## src/hw/rtl/wsd_pkg.sv

```systemverilog
`timescale 1ns / 1ps
package wsd_pkg;

  // Parse phase of the byte stream
  typedef enum logic [2:0] {
    PH_HDR0 = 3'd0,
    PH_HDR1 = 3'd1,
    PH_EXT  = 3'd2,
    PH_KEY  = 3'd3,
    PH_DATA = 3'd4
  } phase_e;

  typedef enum logic {
    KIND_HEADER = 1'b0,
    KIND_DATA   = 1'b1
  } kind_e;

  localparam logic [6:0] LEN_CODE_EXT16 = 7'd126;
  localparam logic [6:0] LEN_CODE_EXT64 = 7'd127;

  // Extended length and key byte counters (bytes still to come after this one)
  localparam logic [2:0] EXT16_LEFT = 3'd1;
  localparam logic [2:0] EXT64_LEFT = 3'd7;
  localparam logic [2:0] KEY_LEFT   = 3'd3;

  localparam int unsigned DATA_W  = 8;
  localparam int unsigned LEN_W   = 64;
  localparam int unsigned ODATA_W = 88;   // 81 field bits padded to whole bytes
  localparam int unsigned PADDR_W = 3;

  localparam logic [PADDR_W-1:0] ADDR_UNMASK = 3'd0;

  typedef struct packed {
    kind_e             kind;
    logic              fin;
    logic [2:0]        rsv;
    logic [3:0]        opcode;
    logic              masked;
    logic [LEN_W-1:0]  length;
    logic [DATA_W-1:0] data;
    logic              last;
  } res_t;

endpackage

```

## src/hw/rtl/wsd_parser.sv

```systemverilog
`timescale 1ns / 1ps
module wsd_parser (
  input  logic                        clk_i,
  input  logic                        rst_ni,
  input  logic                        beat_i,
  input  logic [wsd_pkg::DATA_W-1:0]  byte_i,
  input  logic                        unmask_en_i,
  output logic                        res_valid_o,
  output wsd_pkg::res_t               res_o
);
  import wsd_pkg::*;

  phase_e             phase_q, phase_d;
  logic [2:0]         cnt_q, cnt_d;
  logic               fin_q, fin_d;
  logic [2:0]         rsv_q, rsv_d;
  logic [3:0]         opc_q, opc_d;
  logic               masked_q, masked_d;
  logic [LEN_W-1:0]   len_q, len_d;
  logic [LEN_W-1:0]   rem_q, rem_d;
  logic [31:0]        key_q, key_d;
  logic [1:0]         pos_q, pos_d;

  logic               len_done;   // length now known
  logic               hdr_done;   // header complete this beat
  logic               data_beat;
  logic               data_last;
  logic [LEN_W-1:0]   rem_dec;
  logic [DATA_W-1:0]  key_byte;
  logic [DATA_W-1:0]  data_out;

  assign rem_dec   = rem_q - LEN_W'(1);
  assign data_last = (rem_dec == '0);

  always_comb begin
    case (pos_q)
      2'd0:    key_byte = key_q[31:24];
      2'd1:    key_byte = key_q[23:16];
      2'd2:    key_byte = key_q[15:8];
      default: key_byte = key_q[7:0];
    endcase
  end

  // Field and counter updates
  always_comb begin
    cnt_d     = cnt_q;
    fin_d     = fin_q;
    rsv_d     = rsv_q;
    opc_d     = opc_q;
    masked_d  = masked_q;
    len_d     = len_q;
    rem_d     = rem_q;
    key_d     = key_q;
    pos_d     = pos_q;
    len_done  = 1'b0;
    hdr_done  = 1'b0;
    data_beat = 1'b0;
    data_out  = byte_i;
    if (beat_i) begin
      case (phase_q)
        PH_HDR1: begin
          masked_d = byte_i[7];
          len_d    = '0;
          if (byte_i[6:0] == LEN_CODE_EXT16) begin
            cnt_d = EXT16_LEFT;
          end else if (byte_i[6:0] == LEN_CODE_EXT64) begin
            cnt_d = EXT64_LEFT;
          end else begin
            len_d    = LEN_W'(byte_i[6:0]);
            len_done = 1'b1;
          end
        end
        PH_EXT: begin
          len_d = {len_q[LEN_W-DATA_W-1:0], byte_i};
          if (cnt_q == '0) begin
            len_done = 1'b1;
          end else begin
            cnt_d = cnt_q - 3'd1;
          end
        end
        PH_KEY: begin
          key_d = {key_q[23:0], byte_i};
          if (cnt_q == '0) begin
            hdr_done = 1'b1;
          end else begin
            cnt_d = cnt_q - 3'd1;
          end
        end
        PH_DATA: begin
          data_beat = 1'b1;
          if (unmask_en_i && masked_q) begin
            data_out = byte_i ^ key_byte;
          end
          pos_d = pos_q + 2'd1;
          rem_d = rem_dec;
        end
        default: begin
          fin_d = byte_i[7];
          rsv_d = byte_i[6:4];
          opc_d = byte_i[3:0];
        end
      endcase
      // Length known: either go collect the key or the header is done
      if (len_done) begin
        if (masked_d) begin
          cnt_d = KEY_LEFT;
          key_d = '0;
        end else begin
          hdr_done = 1'b1;
        end
      end
      if (hdr_done) begin
        rem_d = len_d;
        pos_d = '0;
        cnt_d = '0;
      end
    end
  end

  // Next phase
  always_comb begin
    phase_d = phase_q;
    if (beat_i) begin
      case (phase_q)
        PH_HDR1: phase_d = PH_EXT;
        PH_EXT:  phase_d = PH_EXT;
        PH_KEY:  phase_d = PH_KEY;
        PH_DATA: phase_d = data_last ? PH_HDR0 : PH_DATA;
        default: phase_d = PH_HDR1;
      endcase
      if (len_done && masked_d) begin
        phase_d = PH_KEY;
      end
      if (hdr_done) begin
        phase_d = (len_d == '0) ? PH_HDR0 : PH_DATA;
      end
    end
  end

  // Result
  always_comb begin
    res_valid_o  = hdr_done || data_beat;
    res_o.kind   = data_beat ? KIND_DATA : KIND_HEADER;
    res_o.fin    = fin_d;
    res_o.rsv    = rsv_d;
    res_o.opcode = opc_d;
    res_o.masked = masked_d;
    res_o.length = len_d;
    res_o.data   = data_beat ? data_out : '0;
    res_o.last   = data_beat ? data_last : (len_d == '0);
  end

  always_ff @(posedge clk_i or negedge rst_ni) begin
    if (!rst_ni) begin
      phase_q  <= PH_HDR0;
      cnt_q    <= '0;
      fin_q    <= 1'b0;
      rsv_q    <= '0;
      opc_q    <= '0;
      masked_q <= 1'b0;
      len_q    <= '0;
      rem_q    <= '0;
      key_q    <= '0;
      pos_q    <= '0;
    end else begin
      phase_q  <= phase_d;
      cnt_q    <= cnt_d;
      fin_q    <= fin_d;
      rsv_q    <= rsv_d;
      opc_q    <= opc_d;
      masked_q <= masked_d;
      len_q    <= len_d;
      rem_q    <= rem_d;
      key_q    <= key_d;
      pos_q    <= pos_d;
    end
  end

endmodule

```

## src/hw/rtl/wsd_skid.sv

```systemverilog
`timescale 1ns / 1ps
module wsd_skid (
  input  logic           clk_i,
  input  logic           rst_ni,
  input  logic           push_i,
  input  wsd_pkg::res_t  data_i,
  output logic           space_o,
  output logic           valid_o,
  input  logic           ready_i,
  output wsd_pkg::res_t  data_o
);
  import wsd_pkg::*;

  // Two-entry result buffer; head is entry 0
  logic [1:0] cnt_q, cnt_d;
  res_t       e0_q, e0_d;
  res_t       e1_q, e1_d;
  logic       pop;

  assign pop     = valid_o && ready_i;
  assign valid_o = (cnt_q != 2'd0);
  assign space_o = (cnt_q != 2'd2);
  assign data_o  = e0_q;

  always_comb begin
    cnt_d = cnt_q;
    e0_d  = e0_q;
    e1_d  = e1_q;
    case (cnt_q)
      2'd0: begin
        if (push_i) begin
          e0_d  = data_i;
          cnt_d = 2'd1;
        end
      end
      2'd1: begin
        if (push_i && pop) begin
          e0_d = data_i;
        end else if (push_i) begin
          e1_d  = data_i;
          cnt_d = 2'd2;
        end else if (pop) begin
          cnt_d = 2'd0;
        end
      end
      default: begin
        if (pop) begin
          e0_d  = e1_q;
          cnt_d = 2'd1;
        end
      end
    endcase
  end

  always_ff @(posedge clk_i or negedge rst_ni) begin
    if (!rst_ni) begin
      cnt_q <= 2'd0;
    end else begin
      cnt_q <= cnt_d;
    end
  end

  always_ff @(posedge clk_i) begin
    e0_q <= e0_d;
    e1_q <= e1_d;
  end

endmodule

```

## src/hw/rtl/websocket_frame_deframer.sv

```systemverilog
`timescale 1ns / 1ps
// WebSocket frame deframer. Raw stream bytes enter one per beat on the s_axis
// side; the block walks each frame header (flags/opcode byte, mask bit and
// 7-bit length, optional 16- or 64-bit big-endian extended length, optional
// 4-byte mask key) and emits nothing until the header is complete. It then
// emits one header beat (tuser = 0) followed by one beat per payload byte
// (tuser = 1), unmasked with the key when unmask_enable is set and the frame
// is masked. tlast marks the final payload byte, or the header beat of an
// empty frame. Every result beat repeats the frame's header fields. One input
// byte is taken per clock while the output buffer has room; results pass
// through a two-entry output buffer, so input keeps flowing while one result
// waits and stalls only when both entries are full. Each result is registered
// in that buffer before it appears on m_axis.
// Register map (APB, pready always high): 0x0 unmask_enable (bit 0, reset 1).
module websocket_frame_deframer (
  input  logic                         clk_i,
  input  logic                         rst_ni,
  // input stream
  input  logic                         s_axis_tvalid,
  output logic                         s_axis_tready,
  input  logic [7:0]                   s_axis_tdata,   // [7:0] in_byte
  // result stream
  output logic                         m_axis_tvalid,
  input  logic                         m_axis_tready,
  // [0] fin_flag, [3:1] reserved_bits, [7:4] frame_opcode, [8] mask_flag,
  // [72:9] payload_length, [80:73] data_byte, [87:81] zero
  output logic [wsd_pkg::ODATA_W-1:0]  m_axis_tdata,
  output logic                         m_axis_tuser,   // [0] kind
  output logic                         m_axis_tlast,
  // configuration
  input  logic                         psel,
  input  logic                         penable,
  input  logic                         pwrite,
  input  logic [wsd_pkg::PADDR_W-1:0]  paddr,
  input  logic [31:0]                  pwdata,
  output logic [31:0]                  prdata,
  output logic                         pready
);
  import wsd_pkg::*;

  logic unmask_q, unmask_d;
  logic in_beat;
  logic space;
  logic res_valid;
  res_t res;
  res_t head;

  // Config register
  assign pready = 1'b1;

  always_comb begin
    unmask_d = unmask_q;
    if (psel && penable && pwrite && pready && (paddr == ADDR_UNMASK)) begin
      unmask_d = pwdata[0];
    end
  end

  assign prdata = (paddr == ADDR_UNMASK) ? {31'd0, unmask_q} : 32'd0;

  always_ff @(posedge clk_i or negedge rst_ni) begin
    if (!rst_ni) begin
      unmask_q <= 1'b1;
    end else begin
      unmask_q <= unmask_d;
    end
  end

  // Byte is taken whenever the output buffer has room for its result
  assign s_axis_tready = space;
  assign in_beat       = s_axis_tvalid && s_axis_tready;

  wsd_parser u_parser (
    .clk_i       (clk_i),
    .rst_ni      (rst_ni),
    .beat_i      (in_beat),
    .byte_i      (s_axis_tdata),
    .unmask_en_i (unmask_q),
    .res_valid_o (res_valid),
    .res_o       (res)
  );

  wsd_skid u_skid (
    .clk_i   (clk_i),
    .rst_ni  (rst_ni),
    .push_i  (res_valid),
    .data_i  (res),
    .space_o (space),
    .valid_o (m_axis_tvalid),
    .ready_i (m_axis_tready),
    .data_o  (head)
  );

  assign m_axis_tdata = {7'd0, head.data, head.length, head.masked,
                         head.opcode, head.rsv, head.fin};
  assign m_axis_tuser = head.kind;
  assign m_axis_tlast = head.last;

endmodule

```

## config.mk

```make
export PLATFORM = sky130hd
export DESIGN_NAME = websocket_frame_deframer
export DESIGN_NICKNAME = d
export VERILOG_FILES = /design/src/hw/rtl/wsd_pkg.sv /design/src/hw/rtl/wsd_parser.sv /design/src/hw/rtl/wsd_skid.sv /design/src/hw/rtl/websocket_frame_deframer.sv
export SDC_FILE = /design/constraint.sdc
export NUM_CORES = 1
export LEC_CHECK = 0
export BUFFER_PORTS_ARGS = -buffer_cell sky130_fd_sc_hd__buf_2
export CORE_MARGIN = 4
export CORE_UTILIZATION = 43
export CTS_BUF_LIST = sky130_fd_sc_hd__clkbuf_2
export CTS_CLUSTER_DIAMETER = 100
export DETAILED_ROUTE_END_ITERATION = 10
export PLACE_DENSITY_LB_ADDON = 0.25
export SYNTH_ARGS = -nofsm -noshare
export SYNTH_HDL_FRONTEND = slang
export SYNTH_SLANG_ARGS = --single-unit
export TNS_END_PERCENT = 5
```

## constraint.sdc

```tcl
create_clock -name clk_i -period 19.62 [get_ports clk_i]
set_input_delay 2.943 -clock clk_i [delete_from_list [all_inputs] [get_ports clk_i]]
set_output_delay 2.943 -clock clk_i [all_outputs]
set_load 0.1 [all_outputs]
```

==> flow_summary.toml, run 1 <==
[run_status]
outcome = "completed"

[yosys]
synth_top_cells_by_area = "edfxtp_1, dfrtp_1, mux2_2"
synth_top_area_share_pct = 28.9
avgSynthCellArea_sq_um = 10.9
synth-async-reset-ratio_pct = 52.0
yosysSeqAreaShare_pct = 54.9
synth_cell_types = 68
synth_area_sq_mm = 0.0173
synth-edff-count = 166
synth-seq-cells = 346
synth_cells = 1579
synthFlopType = "dfrtp_1"
yosys_warnings = 0
yosysTopAreaCell = "edfxtp_1"

[cells_and_area]
areaGrowthSynthToFinish_pct = 9.47
nets = 1739
final_cell_mix = "dfrtp_1, edfxtp_1, nor2_1"
layout_commonest_cell = "dfrtp_1"
layout-drive-gt1-share_pct = 21.4

[global_route]
grt_max_degree = 98
grt_usage_pct = 23.1
grt_pass1_wl_mm = 79.6
antenna_found_initial = 1
grt_pass1_vias = 13400
overflow = 0

[timing]
relSlewSlack_pct = 24.5
rsz0062_at_grt = "false"
tightest_slew_ns = 1.13
timing.final.crit_period_ns = 6.78
finalCritPeriodShare_pct = 34.5
finalHoldViolations = 0
finalClockSkew_ns = 0.0667
setup-tns-final_ns = 0
whs_ns = 0.495
fmax_ghz = 0.148
finalMaxSlewViolations = 0
setup_viol = 0
setup_slack_ns = 12.84

[die]
design.core.area_sq_mm = 0.0397
die_w_um = 208
rows = 73
dieArea_sq_mm = 0.0434
initial_core_util_pct = 43.5
die-height_um = 208
io_pins = 175

[setup_path]
crit_path_max_fanout = 2
cpMostUsedCell = "buf_2"
ff2ff_setup_slack_ns = 14.90
path_class = "input pin to output pin"
slowest_delay_ns = 0.42
worstPathArrival_ns = 3.83
required_ns = 16.68
crit_path_start_kind = "input pin"
path_cells = "buf_2, nor3_1, and2_1, buf_2"
endpoint_kind = "output pin"
path_buf_inv = 2
cp_slowest_cell = "buf_2"
crit_family = "buffers and inverters"

[drt]
viasPerCell = 6.10
drt-initial-drc-count = 1374
totalWireLength_mm = 51.8
drc = 0
num_vias = 13900
ant_nets = 0
wl_per_cell_um = 22.7
dr.pass1.iters = 8

[clock_network]
cts_hold_buf = 0
cts_made_buffers = 90
clkLatencyLatePin_ns = 1.00
cts_resized = 0
postCtsSetupBuffers = 0
clk_root_buffer_cell = "clkbuf_2"
htreeDepth = 3
cts_tree = "built"
clk_pin_slew_ns = 0.11
clock_path_buffers = 3
clock_sinks = 346

[placement]
hpwl_mm = 34.3
port_buffers = 104
pre_cts_slack_ns = 12.83
routabilityCongestion = 0.954

[power]
ir_drop_uv = 138
cellPowerDensity_mw_per_mm2 = 174
p_leak_nw = 7.83

[flow_run]
max-cap-violations = 0

[hold_path]
hold_path_class = "flip-flop to flip-flop"
worst paths after layout:
check	startpoint	cells past startpoint	endpoint
setup / recovery	paddr[1]	4	prdata[0]
hold / removal	u_parser.cnt_q[1]	1	u_parser.cnt_q[1]
setup reg to reg	u_parser.rem_q[1]	10	u_parser.phase_q[2]
hold reg to reg	u_parser.cnt_q[1]	1	u_parser.cnt_q[1]
max in group asynchronous	rst_ni	3	u_parser.len_q[17]
min in group asynchronous	rst_ni	1	u_skid.cnt_q[1]
flip-flops by register name, summed over array words and instances (netlist names), 2 cells and up:
signal / count
u_parser.cnt_q: 3
u_parser.key_q: 32
u_parser.len_q: 64
u_parser.opc_q: 4
u_parser.phase_q: 3
u_parser.pos_q: 2
u_parser.rem_q: 64
u_parser.rsv_q: 3
u_skid.cnt_q: 2
u_skid.data_o: 83
u_skid.e1_q: 83
per-layer routing:
metal  vias to the layer above  GRT usage [%]  part of all wire, %
met5                         -              0                    0
met4                         0           8.70                  3.3
met3                       122           4.58                  7.1
met2                       595           35.8                   46
met1                      6964           32.3                   43
li1                       6230              -                    -
cells by family after synthesis:
logic type               Yosys count  share of synthesized area [%]
multiplexers                     116                           7.31
flip-flops                       346                           54.9
XOR/XNOR                          25                           1.27
AO/OA/AOI/OAI                    410                           16.8
other                              2                         0.0435
buffers and inverters            177                           4.78
AND/OR/NAND/NOR                  495                           14.3
adder cells (fa/ha/maj)            8                          0.580
report_power, final:
group          leakage (nW)  internal [mW]  total [mW]  switching, mW
clock                 0.622          0.192       0.500          0.309
sequential             3.90           1.01        1.24          0.233
combinational          3.30          0.390        1.54           1.15
total                  7.83           1.59        3.28           1.69
layout make-up:
cell class | instances | area, sq um
Clock buffer | 128 | 641
Timing Repair Buffer | 129 | 714
Multi-Input combinational cell | 1093 | 7140
Clock inverter | 37 | 184
Inverter | 21 | 78.8
Tap cell | 525 | 657
Antenna cell | 1 | 2.50
Fill cell | 3746 | 20800
Sequential cell | 346 | 9490
worst register-to-register path, cell delays in order, from the launching register on:
cell	delay [ns]
dfrtp_1	0.44
inv_1	0.12
ha_1	0.26
nor3b_1	0.75
nand2_1	0.47
nor4_1	0.74
nand4_1	0.18
a22o_1	0.28
or4b_2	0.67
nor4_1	0.56
o21ai_1	0.11
through the flow:
step           instance area (sq um)  cells  utilization, %  power (mW)
2_1_floorplan                  17400   1616               -        2.40
3_3_place_gp                   18100   2114            45.5        2.75
3_5_place_dp                   18100   2114            45.5        2.77
4_1_cts                        18900   2279            47.6        3.29
5_1_grt                        18900   2280            47.6        3.46
6_report                       18900   2280            47.6        3.28
synthesized netlist by cell type, types with 5 or more instances:
master / count
nand3_1: 23
or2_2: 8
a21oi_1: 86
a22oi_1: 9
ha_1: 8
edfxtp_1: 166
a221oi_1: 47
nor3b_1: 5
a22o_1: 63
and3_1: 12
a31oi_1: 26
mux2i_1: 35
mux2_2: 81
a41oi_1: 8
nand2b_1: 9
a211oi_1: 5
o21ai_0: 66
nand4_1: 28
buf_4: 39
o31ai_1: 19
o22a_1: 30
buf_1: 11
nor3_1: 43
clkbuf_1: 104
nand2_1: 94
nor2_1: 156
or4_1: 17
inv_1: 21
and2_1: 11
dfrtp_1: 179
xor2_1: 11
xnor2_1: 14
or3_1: 20
a21o_1: 5
nor4_1: 49
o21a_1: 5
a222oi_1: 9
No activity file was read; power rests on OpenSTA's default activity.
==> run 2, diff against run 1 <==
- clock period: 19.62 -> 5.9 ns (I/O delays scaled with it)
==> run 2 against run 1 <==
Largest cell class unchanged. First-iteration DRC count up 0.44%. Clock-buffer cell count up 14. Die area unchanged.
==> flow_summary.toml, run 2 (synthesized netlist as in run 1, its figures left out) <==
[clock_network]
clock_path_buffers = 3
clk_pin_slew_ns = 0.10
htreeDepth = 3
cts_tree = "built"
clk_root_buffer_cell = "clkbuf_2"
clock_sinks = 346
cts_made_buffers = 89
cts_resized = 0
clkLatencyLatePin_ns = 1.02

[die]
io_pins = 175
die-height_um = 208
design.core.area_sq_mm = 0.0397
initial_core_util_pct = 43.5
rows = 73
dieArea_sq_mm = 0.0434
die_w_um = 208

[timing]
rsz0062_at_grt = "false"
finalCritPeriodShare_pct = 74.6
finalHoldViolations = 0
setup_slack_ns = 1.50
tightest_slew_ns = 1.11
relSlewSlack_pct = 26.0
timing.final.crit_period_ns = 4.40
setup_viol = 0
finalClockSkew_ns = 0.0711
fmax_ghz = 0.227
finalMaxSlewViolations = 0
setup-tns-final_ns = 0

[global_route]
grt_usage_pct = 22.7
met1_usage_pct = 31.8
grt_pass1_vias = 13100
antenna_found_initial = 2
grt_max_degree = 154
grt-busiest-layer = "met2"
overflow = 0
use_met3_pct = 4.96
grt_pass1_wl_mm = 78.0
gr-usage-met2_pct = 34.5

[drt]
drc = 0
viasPerCell = 6.04
num_vias = 13800
ant_nets = 0
wl_per_cell_um = 22.5
dr.pass1.iters = 8
drt-initial-drc-count = 1380
totalWireLength_mm = 51.4

[power]
p_total_mw = 11.0
cellPowerDensity_mw_per_mm2 = 578
p_leak_nw = 7.91
ir_drop_uv = 452

[cells_and_area]
areaGrowthSynthToFinish_pct = 10.3
final_cell_mix = "dfrtp_1, edfxtp_1, nor2_1"
stdcell_area_sq_mm = 0.0190
nets = 1747
layout-drive-gt1-share_pct = 22.2
final_util_pct = 47.9
layout_commonest_cell = "dfrtp_1"

[setup_path]
crit_path_max_fanout = 9
required_ns = 6.78
endpoint_kind = "flip-flop"
path_class = "flip-flop to flip-flop"
worstPathArrival_ns = 5.28
crit_path_start_kind = "flip-flop"

[hold_path]
hold_path_class = "input pin to flip-flop"

[placement]
dpl_cell_area_sq_mm = 0.0182
pre_cts_slack_ns = 1.57
port_buffers = 104
hpwl_mm = 34.1
routabilityCongestion = 0.957

[flow_run]
max-cap-violations = 0

[run_status]
outcome = "completed"
==> run 2: final timing paths <==
check,startpoint,to,slack [ns],cells after the start
worst max-delay path,u_parser.rem_q[0],u_parser.phase_q[2],1.50,10
worst min-delay path,pwdata[0],unmask_q,0.16,2
worst max register to register,u_parser.rem_q[0],u_parser.phase_q[2],1.50,10
worst min register to register,u_skid.e1_q[13],u_skid.data_o[13],0.49,2
max in group asynchronous,rst_ni,u_parser.rem_q[14],4.36,3
min in group asynchronous,rst_ni,u_parser.len_q[0],0.32,2
==> run 2: layout make-up <==
cell class	count	area [sq um]
clock inverter	18	128
multi-input combinational	1093	7140
antenna	5	12.5
sequential	346	9490
fill	3768	20700
tap	525	657
timing repair buffer	138	825
clock buffer	142	711
inverter	21	78.8
==> run 2: critical path: stages (launching register included) <==
cell and delay, ns:
dfrtp_1 0.47, inv_1 0.09, ha_1 0.25, nor3b_1 0.69, nand2_1 0.42, nor4_1 0.64
nand4_1 0.16, a22o_1 0.26, or4b_2 0.66, nor4_1 0.54, o21ai_1 0.10
==> run 2: metrics by stage <==
step | std cells | hold slack, ns
CTS | 2283 | 0.0638
floorplan | 1616 | 0.449
detailed placement | 2121 | 0.469
finish | 2288 | 0.157
global route | 2286 | 0.0153
global placement | 2121 | 0.468
==> run 2: layer usage <==
metal / wire length, um / share of wire [%]
met1: 22300 / 43
met5: 0 / 0
met3: 3690 / 7.2
met4: 1860 / 3.6
met2: 23600 / 46
==> run 2: what timing repair did <==
action	CTS	global route
hold buffers	2	0
hold endpoints to repair	28	0
buffers inserted	0	0
==> run 2: where the power goes <==
part	switching, mW	internal (mW)	total, mW
Combinational	3.82	1.34	5.16
Sequential	0.781	3.34	4.12
Clock	1.00	0.717	1.72
